`config.mk`:
```
export PLATFORM = sky130hd
export DESIGN_NAME = drive_control_word_fsm_flat
export DESIGN_NICKNAME = d
export VERILOG_FILES = /design/src/rtl/dcw_pkg.sv /design/src/rtl/dcw_if.sv /design/src/rtl/dcw_step.sv /design/src/rtl/drive_control_word_fsm.sv /design/src/flat_wrapper.sv
export SDC_FILE = /design/constraint.sdc
export NUM_CORES = 1
export LEC_CHECK = 0
export ABC_AREA = 1
export BUFFER_PORTS_ARGS = -buffer_cell sky130_fd_sc_hd__buf_2
export CAP_MARGIN = 25
export CORE_MARGIN = 2
export CORE_UTILIZATION = 46
export DETAILED_ROUTE_END_ITERATION = 8
export GPL_TIMING_DRIVEN = 1
export PLACE_DENSITY = 0.86
export SETUP_SLACK_MARGIN = 0.4
export SLEW_MARGIN = 30
export SYNTH_ARGS = -nofsm -noshare
export SYNTH_HDL_FRONTEND = slang
export SYNTH_SLANG_ARGS = --single-unit
```
`constraint.sdc`:
```
create_clock -name clk -period 1.3 [get_ports clk]
set_input_delay 0.065 -clock clk [delete_from_list [all_inputs] [get_ports clk]]
set_output_delay 0.065 -clock clk [all_outputs]
set_load 0.01 [all_outputs]
```
`src/rtl/dcw_pkg.sv`:
```
// dcw_pkg: shared types and constants for the drive control word machine.
// No dependencies; imported by dcw_step and drive_control_word_fsm.
package dcw_pkg;

    localparam int SPEED_WIDTH_DEF = 16;
    localparam int FB_REPORT_BITS  = 16;

    typedef enum logic [2:0] {
        MODE_OFF   = 3'd0,
        MODE_READY = 3'd1,
        MODE_RUN   = 3'd2,
        MODE_RAMP  = 3'd3,
        MODE_COAST = 3'd4,
        MODE_FAULT = 3'd5,
        MODE_IDENT = 3'd6
    } mode_t;

    typedef struct packed {
        logic speed_mode_on;
        logic motor_identified;
        logic coasting;
        logic identifying;
        logic running;
        logic enabled;
        logic drive_fault;
    } status_t;

    typedef struct packed {
        logic ack_faults;
        logic enable_drive;
        logic on_off1;
        logic off2;
        logic identify;
        logic speed_mode;
    } ctrl_t;

endpackage

```
`src/rtl/dcw_if.sv`:
```
// dcw_if: valid/ready channels for control words in and status words out.
// Depends on nothing; the speed fields follow SPEED_WIDTH.
interface dcw_cmd_if #(parameter int SPEED_WIDTH = 16);
    logic                          valid;
    logic                          ready;
    logic                          ack_faults;
    logic                          enable_drive;
    logic                          on_off1;
    logic                          off2;
    logic                          identify;
    logic                          speed_mode;
    logic signed [SPEED_WIDTH-1:0] speed_setpoint;

    modport source (output valid, ack_faults, enable_drive, on_off1, off2, identify,
                    speed_mode, speed_setpoint, input ready);
    modport sink (input valid, ack_faults, enable_drive, on_off1, off2, identify,
                  speed_mode, speed_setpoint, output ready);
endinterface

interface dcw_stat_if #(parameter int SPEED_WIDTH = 16);
    logic                          valid;
    logic                          ready;
    logic [2:0]                    mode;
    logic                          drive_fault;
    logic                          enabled;
    logic                          running;
    logic                          identifying;
    logic                          coasting;
    logic                          motor_identified;
    logic                          speed_mode_on;
    logic signed [SPEED_WIDTH-1:0] speed_feedback;

    modport source (output valid, mode, drive_fault, enabled, running, identifying,
                    coasting, motor_identified, speed_mode_on, speed_feedback,
                    input ready);
    modport sink (input valid, mode, drive_fault, enabled, running, identifying,
                  coasting, motor_identified, speed_mode_on, speed_feedback,
                  output ready);
endinterface

```
`src/rtl/dcw_step.sv`:
```
// dcw_step: next mode, status and feedback for one control word.
// Purely combinational; uses dcw_pkg.
module dcw_step
    import dcw_pkg::*;
#(
    parameter int SPEED_WIDTH = SPEED_WIDTH_DEF
)
(
    input  mode_t                         mode_cur,
    input  status_t                       status_cur,
    input  logic signed [SPEED_WIDTH-1:0] fb_cur,
    input  ctrl_t                         ctrl,
    input  logic signed [SPEED_WIDTH-1:0] setp,
    output mode_t                         mode_nxt,
    output status_t                       status_nxt,
    output logic signed [SPEED_WIDTH-1:0] fb_nxt
);

    // next mode; in ready the earlier check wins
    always_comb
    begin
        mode_nxt = mode_cur;
        unique case (mode_cur)
            MODE_OFF:
            begin
                if (ctrl.enable_drive && !ctrl.on_off1 && !ctrl.off2)
                    mode_nxt = MODE_READY;
            end
            MODE_READY:
            begin
                priority if (ctrl.identify)
                    mode_nxt = MODE_IDENT;
                else if (ctrl.on_off1)
                    mode_nxt = MODE_RUN;
                else if (!ctrl.enable_drive || ctrl.off2)
                    mode_nxt = MODE_OFF;
                else
                    mode_nxt = MODE_READY;
            end
            MODE_RUN:
            begin
                priority if (ctrl.off2)
                    mode_nxt = MODE_COAST;
                else if (!ctrl.on_off1)
                    mode_nxt = MODE_RAMP;
                else
                    mode_nxt = MODE_RUN;
            end
            MODE_RAMP:  mode_nxt = MODE_READY;
            MODE_COAST: mode_nxt = MODE_OFF;
            MODE_FAULT: mode_nxt = MODE_COAST;
            MODE_IDENT: mode_nxt = MODE_READY;
            default:    mode_nxt = MODE_OFF;
        endcase
    end

    // status bits and feedback
    always_comb
    begin
        status_nxt = status_cur;
        fb_nxt     = fb_cur;
        unique case (mode_cur)
            MODE_OFF:
            begin
                if (ctrl.ack_faults)
                    status_nxt.drive_fault = 1'b0;
                if (ctrl.enable_drive && !ctrl.on_off1 && !ctrl.off2)
                    status_nxt.enabled = 1'b1;
            end
            MODE_READY:
            begin
                if (!ctrl.enable_drive || ctrl.off2)
                    status_nxt.enabled = 1'b0;
                if (ctrl.on_off1)
                    status_nxt.running = 1'b1;
                if (ctrl.identify)
                    status_nxt.identifying = 1'b1;
            end
            MODE_RUN:
            begin
                fb_nxt = setp;
                if (!ctrl.on_off1 || ctrl.off2)
                    status_nxt.running = 1'b0;
                if (ctrl.off2)
                    status_nxt.coasting = 1'b1;
            end
            MODE_COAST:
            begin
                status_nxt.coasting = 1'b0;
                status_nxt.enabled  = 1'b0;
            end
            MODE_IDENT:
            begin
                status_nxt.identifying      = 1'b0;
                status_nxt.motor_identified = 1'b1;
            end
            default:
            begin
                status_nxt = status_cur;
            end
        endcase
        status_nxt.speed_mode_on = ctrl.speed_mode;
    end

endmodule

```
`src/rtl/drive_control_word_fsm.sv`:
```
// Drive control word sequencing machine: one status word per control word.
// From acceptance to status valid a word passes the input register, then the state update.
// Throughput one word per cycle; the input stage stalls only while a status word waits.
// The state registers double as the output register: a word is applied only when the
// previous status word is taken or absent. Asynchronous active-low reset: mode off,
// status bits and speed feedback cleared, both stages empty.
module drive_control_word_fsm
    import dcw_pkg::*;
#(
    parameter int SPEED_WIDTH = SPEED_WIDTH_DEF
)
(
    input  logic              clk,
    input  logic              rst_n,
    dcw_cmd_if.sink           cmd,
    dcw_stat_if.source        stat
);

    localparam int FB_BITS = (SPEED_WIDTH < FB_REPORT_BITS) ? SPEED_WIDTH : FB_REPORT_BITS;
    localparam logic [SPEED_WIDTH-1:0] FB_MASK = {SPEED_WIDTH{1'b1}} >> (SPEED_WIDTH - FB_BITS);

    logic                          in_valid_reg;
    ctrl_t                         ctrl_reg;
    logic signed [SPEED_WIDTH-1:0] setp_reg;

    logic                          out_valid_reg;
    mode_t                         mode_reg;
    status_t                       status_reg;
    logic signed [SPEED_WIDTH-1:0] feedback_reg;

    mode_t                         mode_next;
    status_t                       status_next;
    logic signed [SPEED_WIDTH-1:0] feedback_next;

    logic advance;
    logic in_take;

    assign advance   = in_valid_reg && (!out_valid_reg || stat.ready);
    assign cmd.ready = !in_valid_reg || advance;
    assign in_take   = cmd.valid && cmd.ready;

    always_ff @(posedge clk or negedge rst_n)
    begin
        if (!rst_n)
            in_valid_reg <= 1'b0;
        else if (cmd.ready)
            in_valid_reg <= cmd.valid;
    end

    always_ff @(posedge clk)
    begin
        if (in_take)
        begin
            ctrl_reg <= '{ack_faults:   cmd.ack_faults,
                          enable_drive: cmd.enable_drive,
                          on_off1:      cmd.on_off1,
                          off2:         cmd.off2,
                          identify:     cmd.identify,
                          speed_mode:   cmd.speed_mode};
            setp_reg <= cmd.speed_setpoint;
        end
    end

    dcw_step #(
        .SPEED_WIDTH (SPEED_WIDTH)
    ) u_step (
        .mode_cur   (mode_reg),
        .status_cur (status_reg),
        .fb_cur     (feedback_reg),
        .ctrl       (ctrl_reg),
        .setp       (setp_reg),
        .mode_nxt   (mode_next),
        .status_nxt (status_next),
        .fb_nxt     (feedback_next)
    );

    always_ff @(posedge clk or negedge rst_n)
    begin
        if (!rst_n)
        begin
            out_valid_reg <= 1'b0;
            mode_reg      <= MODE_OFF;
            status_reg    <= '0;
            feedback_reg  <= '0;
        end
        else
        begin
            if (advance)
            begin
                out_valid_reg <= 1'b1;
                mode_reg      <= mode_next;
                status_reg    <= status_next;
                feedback_reg  <= feedback_next;
            end
            else if (stat.ready)
                out_valid_reg <= 1'b0;
        end
    end

    assign stat.valid            = out_valid_reg;
    assign stat.mode             = mode_reg;
    assign stat.drive_fault      = status_reg.drive_fault;
    assign stat.enabled          = status_reg.enabled;
    assign stat.running          = status_reg.running;
    assign stat.identifying      = status_reg.identifying;
    assign stat.coasting         = status_reg.coasting;
    assign stat.motor_identified = status_reg.motor_identified;
    assign stat.speed_mode_on    = status_reg.speed_mode_on;
    assign stat.speed_feedback   = feedback_reg & FB_MASK;

`ifndef SYNTHESIS
    a_fault_unreached: assert property (@(posedge clk) disable iff (!rst_n)
        mode_reg != MODE_FAULT)
        else $error("fault mode entered");

    a_run_flag: assert property (@(posedge clk) disable iff (!rst_n)
        mode_reg == MODE_RUN |-> status_reg.running)
        else $error("run mode without running flag");

    a_ident_sticky: assert property (@(posedge clk) disable iff (!rst_n)
        status_reg.motor_identified |=> status_reg.motor_identified)
        else $error("motor identified flag dropped");

    a_stall_holds: assert property (@(posedge clk) disable iff (!rst_n)
        out_valid_reg && !stat.ready |=> $stable(mode_reg) && $stable(status_reg))
        else $error("state moved while status word waiting");
`endif

endmodule

```
`src/flat_wrapper.sv`:
```
// flat-port wrapper written by rule: the top's interface ports become plain ports
module drive_control_word_fsm_flat import dcw_pkg::*;
#(
    parameter int SPEED_WIDTH = SPEED_WIDTH_DEF
)
  (clk, rst_n, cmd_valid, cmd_ack_faults, cmd_enable_drive, cmd_on_off1, cmd_off2, cmd_identify, cmd_speed_mode, cmd_speed_setpoint, cmd_ready, stat_valid, stat_mode, stat_drive_fault, stat_enabled, stat_running, stat_identifying, stat_coasting, stat_motor_identified, stat_speed_mode_on, stat_speed_feedback, stat_ready);
  dcw_cmd_if #(.SPEED_WIDTH(SPEED_WIDTH)) cmd_i ();
  dcw_stat_if #(.SPEED_WIDTH(SPEED_WIDTH)) stat_i ();
  input  logic clk;
  input  logic rst_n;
  input wire logic [$bits(cmd_i.valid)-1:0] cmd_valid;
  input wire logic [$bits(cmd_i.ack_faults)-1:0] cmd_ack_faults;
  input wire logic [$bits(cmd_i.enable_drive)-1:0] cmd_enable_drive;
  input wire logic [$bits(cmd_i.on_off1)-1:0] cmd_on_off1;
  input wire logic [$bits(cmd_i.off2)-1:0] cmd_off2;
  input wire logic [$bits(cmd_i.identify)-1:0] cmd_identify;
  input wire logic [$bits(cmd_i.speed_mode)-1:0] cmd_speed_mode;
  input wire logic [$bits(cmd_i.speed_setpoint)-1:0] cmd_speed_setpoint;
  output wire logic [$bits(cmd_i.ready)-1:0] cmd_ready;
  output wire logic [$bits(stat_i.valid)-1:0] stat_valid;
  output wire logic [$bits(stat_i.mode)-1:0] stat_mode;
  output wire logic [$bits(stat_i.drive_fault)-1:0] stat_drive_fault;
  output wire logic [$bits(stat_i.enabled)-1:0] stat_enabled;
  output wire logic [$bits(stat_i.running)-1:0] stat_running;
  output wire logic [$bits(stat_i.identifying)-1:0] stat_identifying;
  output wire logic [$bits(stat_i.coasting)-1:0] stat_coasting;
  output wire logic [$bits(stat_i.motor_identified)-1:0] stat_motor_identified;
  output wire logic [$bits(stat_i.speed_mode_on)-1:0] stat_speed_mode_on;
  output wire logic [$bits(stat_i.speed_feedback)-1:0] stat_speed_feedback;
  input wire logic [$bits(stat_i.ready)-1:0] stat_ready;
  assign cmd_i.valid = cmd_valid;
  assign cmd_i.ack_faults = cmd_ack_faults;
  assign cmd_i.enable_drive = cmd_enable_drive;
  assign cmd_i.on_off1 = cmd_on_off1;
  assign cmd_i.off2 = cmd_off2;
  assign cmd_i.identify = cmd_identify;
  assign cmd_i.speed_mode = cmd_speed_mode;
  assign cmd_i.speed_setpoint = cmd_speed_setpoint;
  assign cmd_ready = cmd_i.ready;
  assign stat_valid = stat_i.valid;
  assign stat_mode = stat_i.mode;
  assign stat_drive_fault = stat_i.drive_fault;
  assign stat_enabled = stat_i.enabled;
  assign stat_running = stat_i.running;
  assign stat_identifying = stat_i.identifying;
  assign stat_coasting = stat_i.coasting;
  assign stat_motor_identified = stat_i.motor_identified;
  assign stat_speed_mode_on = stat_i.speed_mode_on;
  assign stat_speed_feedback = stat_i.speed_feedback;
  assign stat_i.ready = stat_ready;
  drive_control_word_fsm #(.SPEED_WIDTH(SPEED_WIDTH)) u_core (.clk(clk), .rst_n(rst_n), .cmd(cmd_i), .stat(stat_i));
endmodule
```
==> flow_metrics.py, run 1 <==
metrics = {
    "routing": {
        "wl_per_cell_um": 13.2,
        "drc": 0,
        "first_iter_violations": 51,
        "routed_wl_mm": 4.35,
        "drtAntennaViolNets": 0,
        "viasPerCell": 4.78,
        "route.vias.total": 1582,
        "firstDrtPassIters": 4,
    },
    "synthesis": {
        "synth_cells": 181,
        "synth-xor-area-share": 0,
        "synth.area.mux_share": 0,
        "ys_seq_area_frac": 0.684,
        "synth_top_family_by_area": "simple AND/OR/NAND/NOR gates",
        "synthAdderAreaFrac": 0,
        "synthSimpleGateAreaFrac": 0.243,
        "synth_nets": 207,
        "netlist_area_um2": 1910,
        "yosys_warnings": 0,
        "syn_avg_cell_area_um2": 10.6,
        "synth_compound_gate_area_share": 0.0255,
        "ys_types": 22,
        "synth_seq_cells": 48,
    },
    "sta": {
        "finalCritPeriodShare": 0.908,
        "hold_viol_final": 0,
        "setup_viol": 0,
        "period_needed_ns": 1.18,
        "worst_slack_ns": 0.120,
        "finClkSkew_ns": 0.00451,
        "tightest_slew_ns": 0.624,
        "slew_violations": 0,
        "rsz0062_at_grt": "yes",
        "setup_tns_ns": 0,
        "slew_headroom": 0.584,
        "fmax_mhz": 847,
    },
    "cts": {
        "cts_root_buf": "clkbuf_8",
        "clk_pin_slew_worst_paths_ns": 0.08,
        "htree_levels": 2,
        "tritoncts": "yes",
        "cts-buffers-inserted": 5,
        "cts.sinks": 48,
        "cts_buffer_depth": 2,
        "worstSkewPairLatency_ns": 0.30,
    },
    "hold_path": {
        "min-delay-start": "cmd_valid",
        "hold_depth": 3,
        "hold_path_class": "in2reg",
    },
    "run": {
        "drv_cap": 0,
    },
    "outcome": {
        "status": "finished clean",
    },
    "worst_setup_path": {
        "worstReg2RegStart": "u_core.in_valid_reg$_DFFE_PN0N_",
        "path_max_fanout": 21,
        "crit_arrival_ns": 1.19,
        "cp-startpoint": "u_core.in_valid_reg$_DFFE_PN0N_",
        "rr_worst_depth": 4,
        "end_kind": "register",
        "crit_path_start_kind": "register",
        "required_ns": 1.31,
        "critical_path_class": "reg2reg",
    },
    "final_layout": {
        "multi_input_area_um2": 643,
        "layout_common_cells": "nand2_1, buf_2, dfrtp_1",
        "area_growth_syn_to_layout_pct": 49.9,
        "seqCellArea_um2": 1310,
        "antenna_cells": 0,
        "final_common_cell": "nand2_1",
        "layout-drive-gt1-share": 0.434,
        "nFillCells": 281,
        "final_nets": 306,
    },
    "power_and_ir_drop": {
        "power_leakage_nw": 1.37,
        "power_density_nw_per_um2": 1950,
        "peakVddDrop_uv": 1070,
    },
    "die": {
        "die_area_um2": 4680,
        "initial_core_util": 0.478,
        "core_area_um2": 4000,
        "pin_count": 54,
        "rows": 23,
        "die_h_um": 68.4,
        "die_w_um": 68.4,
    },
    "placement": {
        "gp_congestion": 0.784,
        "portBuffers": 51,
        "hpwlAfterDp_mm": 2.55,
        "post-place-ws_ns": 0.0903,
    },
    "global_route": {
        "grt_max_degree": 28,
        "grt_pass1_wl_mm": 6.66,
        "grt.overflow.total": 0,
        "grt_pass1_vias": 1541,
        "antenna_found_initial": 0,
        "grt.total_usage": 0.199,
    },
}
synthesized netlist by cell type (all sizes together):
master | n | area [um2]
edfxtp | 21 | 631
dfrtp | 27 | 676
o21ai | 7 | 35.0
buf | 5 | 38.8
or2 | 1 | 6.26
nor2 | 12 | 63.8
nand3 | 21 | 105
nand4 | 1 | 6.26
inv | 13 | 48.8
nor3 | 2 | 10.0
nand2 | 68 | 273
conb | 1 | 3.75
a21oi | 2 | 13.8
path summary, 6_finish.rpt:
check	slack, ns	end
min in group asynchronous	0.31	u_core.stat.enabled$_DFFE_PN0P_
worst min register to register	0.46	u_core.stat.speed_mode_on$_DFFE_PN0P_
worst max-delay path	0.12	u_core.setp_reg[8]$_DFFE_PP_
worst min-delay path	0.009	u_core.in_valid_reg$_DFFE_PN0N_
max in group asynchronous	0.54	u_core.stat.mode[0]$_DFFE_PN0P_
worst max register to register	0.12	u_core.setp_reg[8]$_DFFE_PP_
kinds of logic after synthesis:
| family | count (synthesis) |
|---|---|
| simple gates | 105 |
| flops | 48 |
| buf+inv | 18 |
| compound gates | 9 |
| other cells | 1 |
power by group:
group | switching [W] | internal [W] | total (W)
clock network | 0.000500 | 0.000376 | 0.000876
logic | 0.00128 | 0.00110 | 0.00238
registers | 0.000297 | 0.00202 | 0.00232
worst max-delay path: stages (launching register included):
cell and delay (ns):
dfrtp_1 0.43, nand3_2 0.13, nand2_2 0.08, clkinvlp_4 0.09, buf_12 0.16
through the flow:
stage / cells / cell area (um2) / utilization / power (W) / hold WS, ns
CTS: 324 / 2750 / 0.688 / 0.00533 / 0.00551
detailed placement: 282 / 2300 / 0.575 / 0.00416 / 0.115
finish: 331 / 2860 / 0.716 / 0.00557 / 0.00912
global placement: 282 / 2300 / 0.575 / 0.00409 / 0.104
floorplan: 181 / 1980 / - / 0.00351 / -0.231
global route: 331 / 2860 / 0.716 / 0.00595 / 0.0332
routing by layer:
metal | vias to the layer above | global-route usage | part of all wire | wire length, um
li1 | 785 | - | - | -
met1 | 745 | 0.243 | 0.42 | 1820
met2 | 45 | 0.333 | 0.52 | 2280
met3 | 7 | 0.0510 | 0.044 | 191
met4 | 0 | 0.0850 | 0.014 | 59
met5 | - | 0 | 0 | 0
timing repair:
item	in CTS	in global routing
hold buffers	22	0
endpoints found under the hold margin	48	0
setup endpoints to repair	64	73
resized for setup	13	14
setup buffers	12	7
pin swaps	12	9
gates cloned	0	0
area by class of cell:
type | count | share of cell area
Multi-Input combinational cell | 115 | 0.225
Clock inverter | 3 | 0.00612
Inverter | 13 | 0.0245
Timing Repair Buffer | 97 | 0.242
Tap cell | 50 | 0.0218
Clock buffer | 5 | 0.0240
Sequential cell | 48 | 0.457
(Power assumes the default switching activity.)
==> run 2, diff against run 1 <==
--- a/config.mk
+++ b/config.mk
@@ -9,7 +9,7 @@
 export BUFFER_PORTS_ARGS = -buffer_cell sky130_fd_sc_hd__buf_2
 export CAP_MARGIN = 25
 export CORE_MARGIN = 2
-export CORE_UTILIZATION = 46
+export CORE_UTILIZATION = 48
 export DETAILED_ROUTE_END_ITERATION = 8
 export GPL_TIMING_DRIVEN = 1
 export PLACE_DENSITY = 0.86
@@ -17,4 +17,5 @@
 export SLEW_MARGIN = 30
 export SYNTH_ARGS = -nofsm -noshare
 export SYNTH_HDL_FRONTEND = slang
+export SYNTH_HIERARCHICAL = 1
 export SYNTH_SLANG_ARGS = --single-unit
==> flow_metrics.py, run 2 <==
metrics = {
    "power_and_ir_drop": {
        "power_leakage_nw": 1.90,
        "power_density_nw_per_um2": 1950,
        "p_sw_frac": 0.405,
        "p_int_w": 0.00437,
        "clkPwrFrac": 0.154,
        "p_comb_frac": 0.530,
        "netSwitchingPower_w": 0.00297,
        "finalPower_w": 0.00734,
        "seqPwrFrac": 0.316,
        "peakVddDrop_uv": 1210,
    },
    "synthesis": {
        "synth_area_leaders": "dfrtp_1, edfxtp_1, nand2_1",
        "synth_seq_cells": 50,
        "synth-async-reset-ratio": 0.560,
        "synth_top_area_frac": 0.305,
        "synth_ff_type": "dfrtp_1",
        "post-synth-top-count-cell": "nand2_1",
        "synth_largest_area_cell": "dfrtp_1",
        "synth_cells": 253,
        "netlist_area_um2": 2290,
        "ys_seq_area_frac": 0.593,
        "synthTopCellsByCount": "nand2_1, nand3_1, dfrtp_1",
        "yosys_warnings": 6,
        "synth_enable_flop_cells": 22,
        "syn_avg_cell_area_um2": 9.07,
        "ys_types": 19,
        "synth_nets": 279,
    },
    "worst_setup_path": {
        "required_ns": 1.55,
        "cp-startpoint": "u_core/stat.mode[2]$_DFFE_PN0P_",
        "worstReg2RegStart": "u_core/stat.mode[2]$_DFFE_PN0P_",
        "r2r-end": "u_core/stat.mode[0]$_DFFE_PN0P_",
        "crit_path_start_kind": "register",
        "path_max_fanout": 6,
        "end_kind": "register",
        "critical_path_class": "reg2reg",
        "crit_arrival_ns": 1.59,
        "rr_worst_depth": 8,
        "ff2ff_setup_slack_ns": -0.04,
        "cp-endpoint": "u_core/stat.mode[0]$_DFFE_PN0P_",
    },
    "routing": {
        "firstDrtPassIters": 5,
        "drtAntennaViolNets": 0,
        "first_iter_violations": 424,
        "viasPerCell": 5.76,
        "wl_per_cell_um": 19.2,
        "route.vias.total": 2512,
        "drc": 0,
        "routed_wl_mm": 8.38,
    },
    "cts": {
        "clk_pin_slew_worst_paths_ns": 0.10,
        "tritoncts": "yes",
        "cts-buffers-inserted": 5,
        "postCtsHoldBufs": 23,
        "cts_buffer_depth": 2,
        "cts.sinks": 50,
        "htree_levels": 2,
        "worstSkewPairLatency_ns": 0.32,
        "cts_root_buf": "clkbuf_8",
    },
    "final_layout": {
        "final_nets": 407,
        "nFillCells": 222,
        "multi_input_area_um2": 1010,
        "layout-drive-gt1-share": 0.458,
        "area_growth_syn_to_layout_pct": 63.6,
        "layout_common_cells": "nand2_1, buf_2, buf_4",
        "final_common_cell": "nand2_1",
        "antenna_cells": 0,
        "seqCellArea_um2": 1370,
    },
    "sta": {
        "setup_viol": 2,
        "finalCritPeriodShare": 1.03,
        "slew_headroom": 0.817,
        "rsz0062_at_grt": "yes",
        "period_needed_ns": 1.34,
        "tightest_slew_ns": 0.274,
        "holdWs_ns": 0.0226,
        "fmax_mhz": 746,
        "hold_viol_final": 0,
        "slew_violations": 0,
        "worst_slack_ns": -0.0412,
        "finClkSkew_ns": 0.0161,
    },
    "outcome": {
        "status": "complete, but fails checks",
        "violations": "negative setup slack",
    },
    "die": {
        "core_area_um2": 4660,
        "initial_core_util": 0.492,
        "rows": 25,
        "die_area_um2": 5350,
        "pin_count": 54,
        "die_h_um": 73.1,
        "die_w_um": 73.1,
    },
    "placement": {
        "portBuffers": 53,
        "hpwlAfterDp_mm": 3.56,
        "gp_congestion": 0.884,
    },
    "hold_path": {
        "hold_depth": 3,
        "hold_path_class": "in2reg",
    },
    "global_route": {
        "grt.total_usage": 0.301,
        "antenna_found_initial": 0,
        "grt_max_degree": 23,
        "grt_pass1_vias": 2384,
        "grt_pass1_wl_mm": 11.7,
        "grt.overflow.total": 0,
    },
    "run": {
        "drv_cap": 0,
    },
}
run 2: logic make-up after synthesis:
family          count (synthesis)  share of synthesized area
buf+inv                        24                     0.0649
flops                          50                      0.593
simple gates                  172                      0.325
compound gates                  7                     0.0169
run 2: final cells by class:
| class | count | share of cell area |
|---|---|---|
| multi-input cells | 181 | 0.269 |
| repair buffers | 130 | 0.302 |
| inverters | 13 | 0.0180 |
| flip-flops and latches | 50 | 0.364 |
| well taps | 54 | 0.0180 |
| clock buffers | 6 | 0.0193 |
| clock inverters | 2 | 0.0100 |
run 2: power by group through the flow:
| stage | sequential, W | combinational, W | clock (W) |
|---|---|---|---|
| 3_5_place_dp | 0.00239 | 0.00217 | 0 |
| 6_report | 0.00232 | 0.00389 | 0.00113 |
| 3_3_place_gp | 0.00239 | 0.00207 | 0 |
| 5_1_grt | 0.00235 | 0.00411 | 0.00119 |
| 4_1_cts | 0.00228 | 0.00316 | 0.00111 |
| 2_1_floorplan | 0.00252 | 0.00137 | 0 |
run 2: per-layer routing:
layer / vias up / part of all wire / GRT usage
li1: 1076 / - / -
met1: 1180 / 0.37 / 0.384
met2: 211 / 0.48 / 0.458
met3: 45 / 0.10 / 0.0649
met4: 0 / 0.047 / 0.204
met5: - / 0 / 0
run 2: how the worst min path moves through the flow:
stage	from	end
after global placement	rst_n	u_core/stat.enabled$_DFFE_PN0P_
after floorplan	rst_n	u_core/in_valid_reg$_DFFE_PN0P_
final	cmd_valid	u_core/in_valid_reg$_DFFE_PN0P_
after CTS	cmd_valid	u_core/in_valid_reg$_DFFE_PN0P_
after global routing	cmd_valid	u_core/in_valid_reg$_DFFE_PN0P_
after detailed placement	rst_n	u_core/stat.enabled$_DFFE_PN0P_
run 2: metrics by stage:
stage               utilization  area (um2)  setup slack, ns  std cells  TNS (ns)
global route              0.806        3750          -0.0990        436    -0.213
detailed placement        0.580        2700            0.107        359         0
floorplan                     -        2380          -0.0120        253    -0.264
finish                    0.806        3750          -0.0412        436   -0.0640
global placement          0.580        2700            0.129        359         0
CTS                       0.757        3530            0.135        427         0
run 2: critical path: stages, from the launching register on:
cell and delay [ns]:
dfrtp_2 0.44, buf_4 0.19, nor2_4 0.14, nand2_1 0.08, nand2_1 0.08, nand2_1 0.08
nand2_1 0.08, nand3_1 0.09, nand2_1 0.10
run 2: repair_timing:
item,in CTS,in global routing
setup buffers,32,8
cloned,5,1
pin swaps,6,13
endpoints found under the hold margin,51,1
endpoints found under the setup margin,77,77
gates resized for setup,26,37
